===== src/rtl/core/apst_pkg.sv =====
// Types and constants of the anemometer pulse speed tracker.
package apst_pkg;

  localparam int CapW    = 16;
  localparam int ScaleW  = 32;
  localparam int CfgW    = 32;
  localparam int CfgIdxW = 2;
  localparam int SpeedW  = 20;
  localparam int KmhW    = 21;
  localparam int ForceW  = 4;
  localparam int SumW    = 32;
  localparam int CountW  = 16;

  // Bit-serial divider: dividend and divisor widths.
  localparam int DvdW = 32;
  localparam int DvsW = 16;

  localparam logic [SpeedW-1:0] SpeedMax = '1;
  localparam logic [10:0]       KmhNum   = 11'd1609;
  localparam logic [9:0]        Milli    = 10'd1000;

  localparam logic [ScaleW-1:0] ScaleRst = 32'd29845968;
  localparam logic [CapW-1:0]   WrapRst  = 16'd65535;
  localparam logic [CapW-1:0]   CalmRst  = 16'd300;

  localparam int NumForce = 12;

  // Lowest speed in milli-mph of forces 1 to 12 (whole mph bounds times 1000).
  localparam logic [SpeedW-1:0] ForceStart [NumForce] = '{
    20'd1000,  20'd4000,  20'd8000,  20'd13000, 20'd18000, 20'd25000,
    20'd31000, 20'd39000, 20'd47000, 20'd55000, 20'd64000, 20'd74000
  };

  typedef enum logic [CfgIdxW-1:0] {
    RegSpeedScale    = 2'd0,
    RegWrapTop       = 2'd1,
    RegCalmThreshold = 2'd2
  } apst_reg_e;

  typedef struct packed {
    logic            start;
    logic [DvdW-1:0] dividend;
    logic [DvsW-1:0] divisor;
  } apst_div_req_t;

  // Beaufort force: count the force bounds the speed has reached.
  function automatic logic [ForceW-1:0] beaufort(input logic [SpeedW-1:0] speed);
    logic [ForceW-1:0] f;
    f = '0;
    for (int i = 0; i < NumForce; i++) begin
      if (speed >= ForceStart[i]) begin
        f = f + 1'b1;
      end
    end
    return f;
  endfunction

endpackage


===== src/rtl/core/apst_cfg_if.sv =====
// Configuration write channel of the speed tracker.
interface apst_cfg_if;
  import apst_pkg::*;

  logic               valid;
  logic               ready;
  logic [CfgIdxW-1:0] reg_index;
  logic [CfgW-1:0]    wdata;

  modport source (output valid, reg_index, wdata, input ready);
  modport sink   (input valid, reg_index, wdata, output ready);
endinterface


===== src/rtl/core/apst_cap_if.sv =====
// Capture input channel of the speed tracker.
interface apst_cap_if;
  import apst_pkg::*;

  logic            valid;
  logic            ready;
  logic [CapW-1:0] capture;

  modport source (output valid, capture, input ready);
  modport sink   (input valid, capture, output ready);
endinterface


===== src/rtl/core/apst_res_if.sv =====
// Result output channel of the speed tracker.
interface apst_res_if;
  import apst_pkg::*;

  logic              valid;
  logic              ready;
  logic [SpeedW-1:0] speed_mmph;
  logic [KmhW-1:0]   speed_mkmh;
  logic [SpeedW-1:0] min_mmph;
  logic [SpeedW-1:0] max_mmph;
  logic [ForceW-1:0] force_res;
  logic              record_valid;
  logic [SpeedW-1:0] average_mmph;

  modport source (output valid, speed_mmph, speed_mkmh, min_mmph, max_mmph, force_res,
                  record_valid, average_mmph, input ready);
  modport sink   (input valid, speed_mmph, speed_mkmh, min_mmph, max_mmph, force_res,
                  record_valid, average_mmph, output ready);
endinterface


===== src/rtl/core/apst_div.sv =====
// Bit-serial restoring divider, one quotient bit per cycle.
module apst_div (
  input  logic                        clk_i,
  input  logic                        rst_ni,
  input  apst_pkg::apst_div_req_t     req_i,
  output logic                        busy_o,
  output logic [apst_pkg::DvdW-1:0]   quotient_o
);
  import apst_pkg::*;

  localparam int CntW = $clog2(DvdW);

  logic            busy_q;
  logic [CntW-1:0] cnt_q;
  logic [DvdW-1:0] dvd_q;
  logic [DvsW-1:0] dvs_q;
  logic [DvsW:0]   rem_q;
  logic [DvsW:0]   rem_shift;
  logic [DvsW:0]   rem_sub;
  logic            ge;

  // Shift in the next dividend bit and try the subtraction.
  assign rem_shift = {rem_q[DvsW-1:0], dvd_q[DvdW-1]};
  assign ge        = rem_shift >= {1'b0, dvs_q};
  assign rem_sub   = rem_shift - {1'b0, dvs_q};

  always_ff @(posedge clk_i or negedge rst_ni) begin
    if (!rst_ni) begin
      busy_q <= 1'b0;
      cnt_q  <= '0;
      dvd_q  <= '0;
      dvs_q  <= '0;
      rem_q  <= '0;
    end else if (req_i.start) begin
      busy_q <= 1'b1;
      cnt_q  <= '0;
      dvd_q  <= req_i.dividend;
      dvs_q  <= req_i.divisor;
      rem_q  <= '0;
    end else if (busy_q) begin
      rem_q <= ge ? rem_sub : rem_shift;
      // Dividend bits leave at the top, quotient bits enter at the bottom.
      dvd_q <= {dvd_q[DvdW-2:0], ge};
      cnt_q <= cnt_q + 1'b1;
      if (cnt_q == CntW'(DvdW - 1)) begin
        busy_q <= 1'b0;
      end
    end
  end

  assign busy_o     = busy_q;
  assign quotient_o = dvd_q;

endmodule


===== src/rtl/core/anemometer_pulse_speed_tracker_core.sv =====
// Anemometer speed tracker: one capture in, speed, extremes, force and window average out.
// Each capture transaction holds the timer count of one anemometer pulse. The first
// capture after reset is stored and gives no result, and the block stays ready for the
// next capture. Every later capture gives exactly one result. That result is loaded after
// these steps in order: the speed quotient, the update step, the classify step, the km/h
// and window-average quotients that run side by side (the average only when the force
// changes), and the load of the output register. The block returns to idle with the load
// and then accepts the next capture. When the period is zero the speed quotient is
// skipped. The quotients come from bit-serial dividers, one quotient bit per cycle. The
// result may still wait on the output while the next capture is processed. A stalled
// output holds the next result back in the finish state, and no capture is taken until
// that result is loaded. Configuration writes are always ready.
module anemometer_pulse_speed_tracker_core (
  input  logic        clk_i,
  input  logic        rst_ni,
  apst_cfg_if.sink    cfg_i,
  apst_cap_if.sink    cap_i,
  apst_res_if.source  res_o
);
  import apst_pkg::*;

  typedef enum logic [2:0] {
    StIdle,
    StDivSpeed,
    StApply,
    StClassify,
    StDivOut,
    StFinish
  } state_e;

  // Configuration registers.
  logic [ScaleW-1:0] scale_q;
  logic [CapW-1:0]   wrap_q;
  logic [CapW-1:0]   calm_q;

  state_e            state_q;
  logic              have_first_q;
  logic [CapW-1:0]   prev_q;
  logic              seeded_q;
  logic [SpeedW-1:0] min_q;
  logic [SpeedW-1:0] max_q;
  logic [SumW-1:0]   sum_q;
  logic [CountW-1:0] count_q;
  logic [ForceW-1:0] last_force_q;
  logic [SpeedW-1:0] speed_raw_q;
  logic [SpeedW-1:0] speed_q;
  logic [ForceW-1:0] force_q;
  logic              rec_q;

  logic              out_valid_q;
  logic [SpeedW-1:0] out_speed_q;
  logic [KmhW-1:0]   out_kmh_q;
  logic [SpeedW-1:0] out_min_q;
  logic [SpeedW-1:0] out_max_q;
  logic [ForceW-1:0] out_force_q;
  logic              out_rec_q;
  logic [SpeedW-1:0] out_avg_q;

  logic              cap_accept;
  logic [CapW-1:0]   gap;
  logic [CapW-1:0]   period;
  logic [SpeedW-1:0] speed_q_sat;
  logic [SpeedW-1:0] min_seed;
  logic [SpeedW-1:0] max_seed;
  logic [SpeedW-1:0] speed_calm;
  logic [SumW:0]     sum_add;
  logic [ForceW-1:0] force_new;
  logic              force_chg;
  logic [DvdW-1:0]   kmh_prod;
  logic              out_free;

  apst_div_req_t     spd_req, kmh_req, avg_req;
  logic              spd_busy, kmh_busy, avg_busy;
  logic [DvdW-1:0]   spd_quot, kmh_quot, avg_quot;

  assign cfg_i.ready = 1'b1;

  always_ff @(posedge clk_i or negedge rst_ni) begin
    if (!rst_ni) begin
      scale_q <= ScaleRst;
      wrap_q  <= WrapRst;
      calm_q  <= CalmRst;
    end else if (cfg_i.valid) begin
      case (cfg_i.reg_index)
        RegSpeedScale:    scale_q <= cfg_i.wdata;
        RegWrapTop:       wrap_q  <= cfg_i.wdata[CapW-1:0];
        RegCalmThreshold: calm_q  <= cfg_i.wdata[CapW-1:0];
        default: ;
      endcase
    end
  end

  assign cap_i.ready = (state_q == StIdle);
  assign cap_accept  = cap_i.valid && cap_i.ready;

  // Period with wrap through the reload value; a gap the reload cannot cover gives zero.
  assign gap    = prev_q - cap_i.capture;
  always_comb begin
    if (cap_i.capture >= prev_q) begin
      period = cap_i.capture - prev_q;
    end else if (wrap_q > gap) begin
      period = wrap_q - gap;
    end else begin
      period = '0;
    end
  end

  assign spd_req.start    = cap_accept && have_first_q && (period != '0);
  assign spd_req.dividend = scale_q;
  assign spd_req.divisor  = period;

  assign speed_q_sat = (spd_quot > DvdW'(SpeedMax)) ? SpeedMax : spd_quot[SpeedW-1:0];

  // Extremes are seeded with the speed before the calm test.
  assign min_seed   = seeded_q ? min_q : speed_raw_q;
  assign max_seed   = seeded_q ? max_q : speed_raw_q;
  assign speed_calm = (speed_raw_q <= {{(SpeedW-CapW){1'b0}}, calm_q}) ? '0 : speed_raw_q;
  assign sum_add    = {1'b0, sum_q} + (SumW+1)'(speed_calm);

  assign force_new = beaufort(speed_q);
  assign force_chg = (force_new != last_force_q);
  assign kmh_prod  = DvdW'(speed_q) * DvdW'(KmhNum);

  assign kmh_req.start    = (state_q == StClassify);
  assign kmh_req.dividend = kmh_prod;
  assign kmh_req.divisor  = DvsW'(Milli);

  assign avg_req.start    = (state_q == StClassify) && force_chg;
  assign avg_req.dividend = sum_q;
  assign avg_req.divisor  = count_q;

  assign out_free = !out_valid_q || res_o.ready;

  apst_div u_spd_div (
    .clk_i      (clk_i),
    .rst_ni     (rst_ni),
    .req_i      (spd_req),
    .busy_o     (spd_busy),
    .quotient_o (spd_quot)
  );

  apst_div u_kmh_div (
    .clk_i      (clk_i),
    .rst_ni     (rst_ni),
    .req_i      (kmh_req),
    .busy_o     (kmh_busy),
    .quotient_o (kmh_quot)
  );

  apst_div u_avg_div (
    .clk_i      (clk_i),
    .rst_ni     (rst_ni),
    .req_i      (avg_req),
    .busy_o     (avg_busy),
    .quotient_o (avg_quot)
  );

  always_ff @(posedge clk_i or negedge rst_ni) begin
    if (!rst_ni) begin
      state_q      <= StIdle;
      have_first_q <= 1'b0;
      prev_q       <= '0;
      seeded_q     <= 1'b0;
      min_q        <= '0;
      max_q        <= '0;
      sum_q        <= '0;
      count_q      <= '0;
      last_force_q <= '0;
      speed_raw_q  <= '0;
      speed_q      <= '0;
      force_q      <= '0;
      rec_q        <= 1'b0;
      out_valid_q  <= 1'b0;
      out_speed_q  <= '0;
      out_kmh_q    <= '0;
      out_min_q    <= '0;
      out_max_q    <= '0;
      out_force_q  <= '0;
      out_rec_q    <= 1'b0;
      out_avg_q    <= '0;
    end else begin
      // Load a new result transaction, or drop the one taken by the sink.
      if ((state_q == StFinish) && out_free) begin
        out_valid_q <= 1'b1;
      end else if (res_o.ready) begin
        out_valid_q <= 1'b0;
      end
      case (state_q)
        StIdle: begin
          if (cap_accept) begin
            prev_q       <= cap_i.capture;
            have_first_q <= 1'b1;
            if (have_first_q) begin
              if (period == '0) begin
                speed_raw_q <= SpeedMax;
                state_q     <= StApply;
              end else begin
                state_q <= StDivSpeed;
              end
            end
          end
        end
        StDivSpeed: begin
          if (!spd_busy) begin
            speed_raw_q <= speed_q_sat;
            state_q     <= StApply;
          end
        end
        StApply: begin
          speed_q  <= speed_calm;
          seeded_q <= 1'b1;
          if (speed_calm > max_seed) begin
            max_q <= speed_calm;
            min_q <= min_seed;
          end else if ((speed_calm != '0) && (speed_calm < min_seed)) begin
            max_q <= max_seed;
            min_q <= speed_calm;
          end else begin
            max_q <= max_seed;
            min_q <= min_seed;
          end
          sum_q <= sum_add[SumW] ? '1 : sum_add[SumW-1:0];
          if (count_q != '1) begin
            count_q <= count_q + 1'b1;
          end
          state_q <= StClassify;
        end
        StClassify: begin
          force_q <= force_new;
          rec_q   <= force_chg;
          // Restart the window once its sum and count are handed to the divider.
          if (force_chg) begin
            last_force_q <= force_new;
            sum_q        <= '0;
            count_q      <= '0;
          end
          state_q <= StDivOut;
        end
        StDivOut: begin
          if (!kmh_busy && !avg_busy) begin
            state_q <= StFinish;
          end
        end
        StFinish: begin
          if (out_free) begin
            out_speed_q <= speed_q;
            out_kmh_q   <= kmh_quot[KmhW-1:0];
            out_min_q   <= min_q;
            out_max_q   <= max_q;
            out_force_q <= force_q;
            out_rec_q   <= rec_q;
            if (!rec_q) begin
              out_avg_q <= '0;
            end else if (avg_quot > DvdW'(SpeedMax)) begin
              out_avg_q <= SpeedMax;
            end else begin
              out_avg_q <= avg_quot[SpeedW-1:0];
            end
            state_q <= StIdle;
          end
        end
        default: state_q <= StIdle;
      endcase
    end
  end

  assign res_o.valid        = out_valid_q;
  assign res_o.speed_mmph   = out_speed_q;
  assign res_o.speed_mkmh   = out_kmh_q;
  assign res_o.min_mmph     = out_min_q;
  assign res_o.max_mmph     = out_max_q;
  assign res_o.force_res    = out_force_q;
  assign res_o.record_valid = out_rec_q;
  assign res_o.average_mmph = out_avg_q;

endmodule


===== src/flat_wrapper.sv =====
// flat-port wrapper written by rule: the top's interface ports become plain ports
module anemometer_pulse_speed_tracker_core_flat import apst_pkg::*;
  (clk_i, rst_ni, cfg_i_valid, cfg_i_reg_index, cfg_i_wdata, cfg_i_ready, cap_i_valid, cap_i_capture, cap_i_ready, res_o_valid, res_o_speed_mmph, res_o_speed_mkmh, res_o_min_mmph, res_o_max_mmph, res_o_force_res, res_o_record_valid, res_o_average_mmph, res_o_ready);
  apst_cfg_if cfg_i_i ();
  apst_cap_if cap_i_i ();
  apst_res_if res_o_i ();
  input  logic clk_i;
  input  logic rst_ni;
  input wire logic [$bits(cfg_i_i.valid)-1:0] cfg_i_valid;
  input wire logic [$bits(cfg_i_i.reg_index)-1:0] cfg_i_reg_index;
  input wire logic [$bits(cfg_i_i.wdata)-1:0] cfg_i_wdata;
  output wire logic [$bits(cfg_i_i.ready)-1:0] cfg_i_ready;
  input wire logic [$bits(cap_i_i.valid)-1:0] cap_i_valid;
  input wire logic [$bits(cap_i_i.capture)-1:0] cap_i_capture;
  output wire logic [$bits(cap_i_i.ready)-1:0] cap_i_ready;
  output wire logic [$bits(res_o_i.valid)-1:0] res_o_valid;
  output wire logic [$bits(res_o_i.speed_mmph)-1:0] res_o_speed_mmph;
  output wire logic [$bits(res_o_i.speed_mkmh)-1:0] res_o_speed_mkmh;
  output wire logic [$bits(res_o_i.min_mmph)-1:0] res_o_min_mmph;
  output wire logic [$bits(res_o_i.max_mmph)-1:0] res_o_max_mmph;
  output wire logic [$bits(res_o_i.force_res)-1:0] res_o_force_res;
  output wire logic [$bits(res_o_i.record_valid)-1:0] res_o_record_valid;
  output wire logic [$bits(res_o_i.average_mmph)-1:0] res_o_average_mmph;
  input wire logic [$bits(res_o_i.ready)-1:0] res_o_ready;
  assign cfg_i_i.valid = cfg_i_valid;
  assign cfg_i_i.reg_index = cfg_i_reg_index;
  assign cfg_i_i.wdata = cfg_i_wdata;
  assign cfg_i_ready = cfg_i_i.ready;
  assign cap_i_i.valid = cap_i_valid;
  assign cap_i_i.capture = cap_i_capture;
  assign cap_i_ready = cap_i_i.ready;
  assign res_o_valid = res_o_i.valid;
  assign res_o_speed_mmph = res_o_i.speed_mmph;
  assign res_o_speed_mkmh = res_o_i.speed_mkmh;
  assign res_o_min_mmph = res_o_i.min_mmph;
  assign res_o_max_mmph = res_o_i.max_mmph;
  assign res_o_force_res = res_o_i.force_res;
  assign res_o_record_valid = res_o_i.record_valid;
  assign res_o_average_mmph = res_o_i.average_mmph;
  assign res_o_i.ready = res_o_ready;
  anemometer_pulse_speed_tracker_core u_core (.clk_i(clk_i), .rst_ni(rst_ni), .cfg_i(cfg_i_i), .cap_i(cap_i_i), .res_o(res_o_i));
endmodule

===== config.mk =====
export PLATFORM = sky130hd
export DESIGN_NAME = anemometer_pulse_speed_tracker_core_flat
export DESIGN_NICKNAME = d
export VERILOG_FILES = /design/src/rtl/core/apst_pkg.sv /design/src/rtl/core/apst_cfg_if.sv /design/src/rtl/core/apst_cap_if.sv /design/src/rtl/core/apst_res_if.sv /design/src/rtl/core/apst_div.sv /design/src/rtl/core/anemometer_pulse_speed_tracker_core.sv /design/src/flat_wrapper.sv
export SDC_FILE = /design/constraint.sdc
export NUM_CORES = 2
export LEC_CHECK = 0
export ABC_CLOCK_PERIOD_IN_PS = 14100
export BUFFER_PORTS_ARGS = -buffer_cell sky130_fd_sc_hd__buf_2
export CAP_MARGIN = 10
export CORE_UTILIZATION = 50
export CTS_CLUSTER_SIZE = 8
export DETAILED_ROUTE_END_ITERATION = 12
export PLACE_DENSITY = 0.67
export SKIP_LAST_GASP = 1
export SLEW_MARGIN = 40
export SYNTH_ARGS = -nofsm -noshare
export SYNTH_HDL_FRONTEND = slang
export SYNTH_SLANG_ARGS = --single-unit

===== constraint.sdc =====
create_clock -name clk_i -period 14.1 [get_ports clk_i]
set_clock_uncertainty 0.15 [all_clocks]
set_input_delay 0 -clock clk_i [delete_from_list [all_inputs] [get_ports clk_i]]
set_output_delay 0 -clock clk_i [all_outputs]
set_load 0.01 [all_outputs]

Word level (Yosys, flattened, before mapping)
Cells that the tools add are included.
{"block": "classes", "addsub": 22, "multipliers": 1, "order_cmp": 22, "eq_ne": 20, "n_mux": 73, "reduce_logical": 32}
{"operator": "20-bit 2-to-1 mux", "n": 13}
{"operator": "32-bit 2-to-1 mux", "n": 8}
{"operator": "16-bit 2-to-1 mux", "n": 13}
{"operator": "20-bit by 16-bit >= comparator with 1-bit output (second input constant)", "n": 4}
{"operator": "16-bit subtractor", "n": 5}
{"operator": "32-bit by 20-bit > comparator with 1-bit output (second input constant)", "n": 2}
{"operator": "32-bit one-hot mux with 2 select lines", "n": 1}
{"operator": "20-bit by 15-bit >= comparator with 1-bit output (second input constant)", "n": 3}
{"operator": "4-bit 2-to-1 mux", "n": 11}
{"operator": "4-bit by 1-bit adder with 4-bit output (second input constant)", "n": 10}
{"operator": "20-bit one-hot mux with 2 select lines", "n": 1}
{"operator": "17-bit by 16-bit >= comparator with 1-bit output", "n": 2}
{"operator": "32-bit by 20-bit adder with 33-bit output", "n": 1}
{"operator": "16-bit one-hot mux with 2 select lines", "n": 1}
{"operator": "20-bit by 11-bit multiplier with 31-bit output (second input constant)", "n": 1}
{"operator": "5-bit 2-to-1 mux", "n": 6}
{"operator": "20-bit by 10-bit >= comparator with 1-bit output (second input constant)", "n": 1}
{"operator": "20-bit by 12-bit >= comparator with 1-bit output (second input constant)", "n": 1}
{"operator": "20-bit by 13-bit >= comparator with 1-bit output (second input constant)", "n": 1}
{"operator": "20-bit by 14-bit >= comparator with 1-bit output (second input constant)", "n": 1}
{"operator": "20-bit by 17-bit >= comparator with 1-bit output (second input constant)", "n": 1}
{"operator": "20-bit > comparator", "n": 1}
{"operator": "20-bit by 16-bit less-or-equal comparator with 1-bit output", "n": 1}
{"operator": "20-bit < comparator", "n": 1}
{"operator": "other kinds (33)", "n": 80}
{"block": "word_totals", "regBits": 524, "input_bits": 55, "output_inout_bits": 109, "word_cells": 209}

Depth between registers and ports, before layout
{"block": "depth", "depth_word": 27, "mapped_depth": 48, "depth_no_buf": 46}

Modules after synthesis
From an unflattened synthesis, not the netlist that was laid out.
{"block": "unflattened", "cells_unflattened": 3793, "hier_area_um2": 36249.8}
{"mod": "anemometer_pulse_speed_tracker_core", "n_inst": 1, "cells_per_inst": 2446, "area_each_um2": 23596.4, "seq_area_each_um2": 8274.2}
{"mod": "apst_div", "n_inst": 3, "cells_per_inst": 449, "area_each_um2": 4217.8, "seq_area_each_um2": 1751.7}

Worst setup path before layout
Ideal clock, no wire load.
{"block": "synth_timing", "path_type": "reg2reg", "startpoint": "register u_core.speed_q[17]", "endpoint": "register u_core.u_avg_div.dvs_q[0]", "setup_ns": 0.127, "arrival_ns": 8.787, "t_required_ns": 13.823, "slack_ns": 5.035, "stages_incl_launch_ff": 43, "path_buffers": 2, "period_less_slack_ns": 9.065, "cell_sequence": "dfrtp_1 > inv_1 > ha_1 > buf_2 > and3_1 > a21boi_0 > a311oi_1 > ha_1 > or3_1 > and2_1 > ha_1 > nor2_1 > nor2_1 > ha_1 > o31a_1 > or2_2 > ha_1 > mux2i_1 > [... 7 more ...] > a31o_2 > ha_1 > nor2b_1 > a21o_1 > ha_1 > nor2_1 > nor2_1 > ha_1 > nand2b_1 > xnor2_1 > xnor2_1 > or2_2 > o311a_1 > o21ai_1 > o21ai_1 > nor3b_2 > buf_6 > mux2_1"}
{"block": "synth_between", "elab_chain_cells": 26, "elab_cells_between_ends": 37, "cone_classes": "11 x add/sub; 12 x order compare; 1 x eq/ne; 12 x mux; 1 x reduce/logical"}
{"element": "start: declaration", "line_no": "anemometer_pulse_speed_tracker_core.sv:46", "text": "logic [SpeedW-1:0] speed_q;"}
{"element": "start signal: assignment", "line_no": "anemometer_pulse_speed_tracker_core.sv:210", "text": "speed_q <= speed_calm;"}
{"element": "20-bit by 10-bit >= comparator with 1-bit output", "line_no": "apst_pkg.sv:51", "text": "if (speed >= ForceStart[i]) begin"}
{"element": "1-bit 2-to-1 mux", "line_no": "apst_pkg.sv:51"}
{"element": "1-bit by 1-bit adder with 2-bit output", "line_no": "apst_pkg.sv:52", "text": "f = f + 1'b1;"}
{"element": "4-bit 2-to-1 mux", "line_no": "apst_pkg.sv:51"}
{"element": "4-bit by 1-bit adder with 4-bit output", "line_no": "apst_pkg.sv:52"}
{"element": "4-bit 2-to-1 mux", "line_no": "apst_pkg.sv:51"}
{"element": "4-bit by 1-bit adder with 4-bit output", "line_no": "apst_pkg.sv:52"}
{"element": "4-bit 2-to-1 mux", "line_no": "apst_pkg.sv:51"}
{"element": "[... 10 more ...]"}
{"element": "4-bit by 1-bit adder with 4-bit output", "line_no": "apst_pkg.sv:52"}
{"element": "4-bit 2-to-1 mux", "line_no": "apst_pkg.sv:51"}
{"element": "4-bit by 1-bit adder with 4-bit output", "line_no": "apst_pkg.sv:52"}
{"element": "4-bit 2-to-1 mux", "line_no": "apst_pkg.sv:51"}
{"element": "4-bit by 1-bit adder with 4-bit output", "line_no": "apst_pkg.sv:52"}
{"element": "4-bit 2-to-1 mux *", "line_no": "apst_pkg.sv:51"}
{"element": "4-bit != test *", "line_no": "anemometer_pulse_speed_tracker_core.sv:121", "text": "assign force_chg = (force_new != last_force_q);"}
{"element": "1-bit logical AND *", "line_no": "anemometer_pulse_speed_tracker_core.sv:128", "text": "assign avg_req.start = (state_q == StClassify) && force_chg;"}
{"element": "end signal: assignment", "line_no": "apst_div.sv:38", "text": "dvs_q <= req_i.divisor;"}
{"element": "end: declaration", "line_no": "apst_div.sv:16", "text": "logic [DvsW-1:0] dvs_q;"}
Mark *: on every way between the ends. The rest lies on a longest branch, timed or not.
A chain may end at the register's enable or synchronous reset.

Worst setup path in the final report
{"block": "layout_timing", "startpoint": "register u_core.speed_q[19]", "endpoint": "register u_core.u_avg_div.dvs_q[0]"}
The elaborated chain is that of the path after synthesis.

==> qor.yml <==
crit_path_max_incr_delay_ns: 0.58
post-dp-hpwl_mm: 66.16
grt_pass1_wl_mm: 145.8
h-tree-depth: 3
grt_use_total: 0.2704
synth_ff_type: "dfrtp_1"
timing.slew.headroom: 0.4188
rsz0062_at_grt: "no"
overflow: 0
path_clk_slew_ns: 0.06
critPathSlowestCell: "dfrtp_1"
cts_num_sinks: 524
r2r-start: "u_core.speed_q[19]$_DFFE_PN0P_"
floorplan.initialDensity: 0.5099
cp_data_arrival_time_ns: 10.71
final_nets: 4293
wl_per_cell_microns: 19.29
fillCellCount: 5818
ys_seq_area_frac: 0.3889
path_class: "flop to flop"
drive_gt1_frac: 0.1342
drv_slew: 0
finalCritPeriodShare: 0.7343
ant_nets: 0
fmax_mhz: 96.59
outcome: "finished, final reports clean"
drt-initial-drc-count: 1720
cap_viol_max_count: 0
cts_tree: "done"
io_pins: 164
synth_cell_type_count: 80
rows: 94
critPathLaunchType: "flop"
antenna_found_initial: 0
core_sq_mm: 0.06633
syn_nets: 4042
die_area_sq_mm: 0.06869
synth_top_area_frac: 0.3633
area_delta_synth_final_pct: 15.46
via_per_inst: 5.593
cts_root_buf: "clkbuf_16"
netlist_instances: 3616
async_flop_share: 1.000
syn_area_sq_mm: 0.03382
grt_pass1_vias: 26610
worstHoldStart: "cfg_i_wdata[6]"
die_h_microns: 262.1
gp_congestion: 0.9255
drt_wl_total_mm: 92.01
setup_viol: 0
cts_resized: 0
critical_path.most_common_cell: "ha_1"
avgSynthCellArea_sq_um: 9.354
ff_latch_area_sq_mm: 0.01316
multi_input_area_sq_mm: 0.01912
hold_class: "primary input to flop"
cp_data_required_time_ns: 14.45
synth_largest_area_cell: "dfrtp_1"
crit_start: "u_core.speed_q[19]$_DFFE_PN0P_"
firstDrtPassIters: 6
synthTopCellsByArea: "dfrtp_1 36%, ha_1 12%, nand2_1 6.0%, mux2_2 5.5%, o21ai_0 3.9%"
grt_max_degree: 170
cts_setup_buffers: 0
ys_ff_latch: 524
vias: 26680
yosysWarningCount: 0
synth_edf_count: 0
finalCriticalPeriod_ns: 10.35
finalHoldViolCount: 0
worst_pin_slew_ns: 0.8718
crit_fanout: 169
critical_path_buf_inv_count: 3
cts-buffers-inserted: 76
drc: 0
port-buffer-count: 162
crit_family: "simple AND/OR/NAND/NOR gates"
fin_setup_tns_ns: 0
end_kind: "flop"
die_x_microns: 262.1
cts_max_path_buffers: 3
clkLatencyLatePin_ns: 0.63
diodes: 0
## worst register-to-register path, delay by kind of cell, from the launching register on
kind | cells | cell delay (ns)
AOI/OAI and AO/OA | 9 | 1.88
xor gates and xnor gates | 2 | 0.24
adders and majority gates | 10 | 2.89
buffers and inverters | 3 | 0.72
DFF | 1 | 0.58
muxes | 2 | 0.82
and+or+nand+nor | 15 | 2.95
## flip-flops by register name (all words and copies together), names as in the netlist, 16 cells and up
| register | cells |
|---|---|
| u_core.scale_q | 32 |
| u_core.sum_q | 32 |
| u_core.u_avg_div.quotient_o | 32 |
| u_core.u_kmh_div.quotient_o | 32 |
| u_core.u_spd_div.quotient_o | 32 |
| u_core.res_o.speed_mkmh | 21 |
| u_core.max_q | 20 |
| u_core.min_q | 20 |
| u_core.res_o.average_mmph | 20 |
| u_core.res_o.max_mmph | 20 |
| u_core.res_o.min_mmph | 20 |
| u_core.res_o.speed_mmph | 20 |
| u_core.speed_q | 20 |
| u_core.speed_raw_q | 20 |
| u_core.calm_q | 16 |
| u_core.count_q | 16 |
| u_core.prev_q | 16 |
| u_core.u_avg_div.dvs_q | 16 |
| u_core.u_avg_div.rem_q | 16 |
| u_core.u_kmh_div.rem_q | 16 |
| u_core.u_spd_div.dvs_q | 16 |
| u_core.u_spd_div.rem_q | 16 |
| u_core.wrap_q | 16 |
## cells in the final DEF, fill, tap and decap left out, types with 84 or more instances in the layout
master,netlist,routed
buf_2,9,161
ha_1,323,323
dlygate4sd3_1,0,138
dfrtp_1,491,487
a21oi_1,177,176
nor2_1,203,203
inv_1,252,252
o21ai_0,265,265
nand2_1,543,543
mux2i_1,108,108
mux2_2,164,164
xnor2_1,84,84
## cell type report
cell class / instances / area share
Sequential cell: 524 / 0.3370
Clock buffer: 108 / 0.05203
Clock inverter: 9 / 0.004293
Inverter: 255 / 0.02451
Timing Repair Buffer: 332 / 0.06498
Tap cell: 864 / 0.02768
Multi-Input combinational cell: 2678 / 0.4895
## per-stage QoR
stage | util | hold WS (ns) | std cells | instance area (sq um) | worst slack (ns)
after floorplan | - | -0.4456 | 3616 | 33820 | 5.035
after global placement | 0.5328 | -0.03175 | 4510 | 35340 | 3.951
after detailed placement | 0.5336 | -0.03626 | 4513 | 35400 | 3.815
after CTS | 0.5880 | 0.03559 | 4769 | 39000 | 3.780
after global routing | 0.5887 | 0.07661 | 4770 | 39050 | 3.087
final | 0.5887 | 0.07806 | 4770 | 39050 | 3.747
## cell usage after synthesis (8+ instances only)
library cell	n
o22a_1	17
nand2b_1	37
xor2_1	48
a311oi_1	8
nand3_1	58
a21o_1	50
o211ai_1	13
o21a_1	16
or2_2	10
a211oi_1	55
buf_2	9
o21ai_1	57
xnor2_1	84
dfrtp_1	491
and3_1	16
nor2_1	203
mux2_2	164
buf_1	11
inv_1	252
nand2_1	543
mux2i_1	108
a211o_1	9
clkbuf_1	129
fa_1	48
dfstp_2	33
nand4_1	48
a21boi_0	24
or3_1	14
nor4_1	21
a21oi_1	177
o21bai_1	17
o22ai_1	20
and4_1	10
nor3_1	46
o21ai_0	265
and2_1	10
ha_1	323
nor2b_1	62
## cells by family after synthesis
group	Yosys count	share of synthesized area
and+or+nand+nor	1101	0.1469
xor gates and xnor gates	139	0.03873
AOI/OAI and AO/OA	793	0.1425
other	1	0.0001109
buffers and inverters	414	0.04805
muxes	273	0.08690
adders and majority gates	371	0.1479
DFF	524	0.3889
## final timing paths
path | end | slack [ns] | cells past startpoint
min reg2reg | u_core.res_o.speed_mkmh[17]$_DFFE_PN0P_ | 0.31 | 2
min in group asynchronous | u_core.u_kmh_div.rem_q[14]$_DFFE_PN0P_ | 0.46 | 4
max in group asynchronous | u_core.wrap_q[13]$_DFFE_PN1P_ | 11.90 | 6
max | u_core.u_avg_div.dvs_q[0]$_DFFE_PN0P_ | 3.75 | 41
min | u_core.wrap_q[6]$_DFFE_PN1P_ | 0.08 | 3
max reg2reg | u_core.u_avg_div.dvs_q[0]$_DFFE_PN0P_ | 3.75 | 41
## routing by layer
metal,part of all wire,vias to the layer above,GRT usage
met5,0,-,0
met4,0.042,0,0.1101
met3,0.036,198,0.03578
met2,0.49,566,0.4644
met1,0.43,12900,0.3431
li1,-,13010,-
## repair_timing
action / 4_1_cts / 5_1_grt
endpoints found under the setup margin: 0 / 0
hold endpoints to repair: 188 / 0
hold buffers: 139 / 0
Power is not shown: default switching activity piles up to over one toggle a cycle in this logic, so the estimate is an artifact.
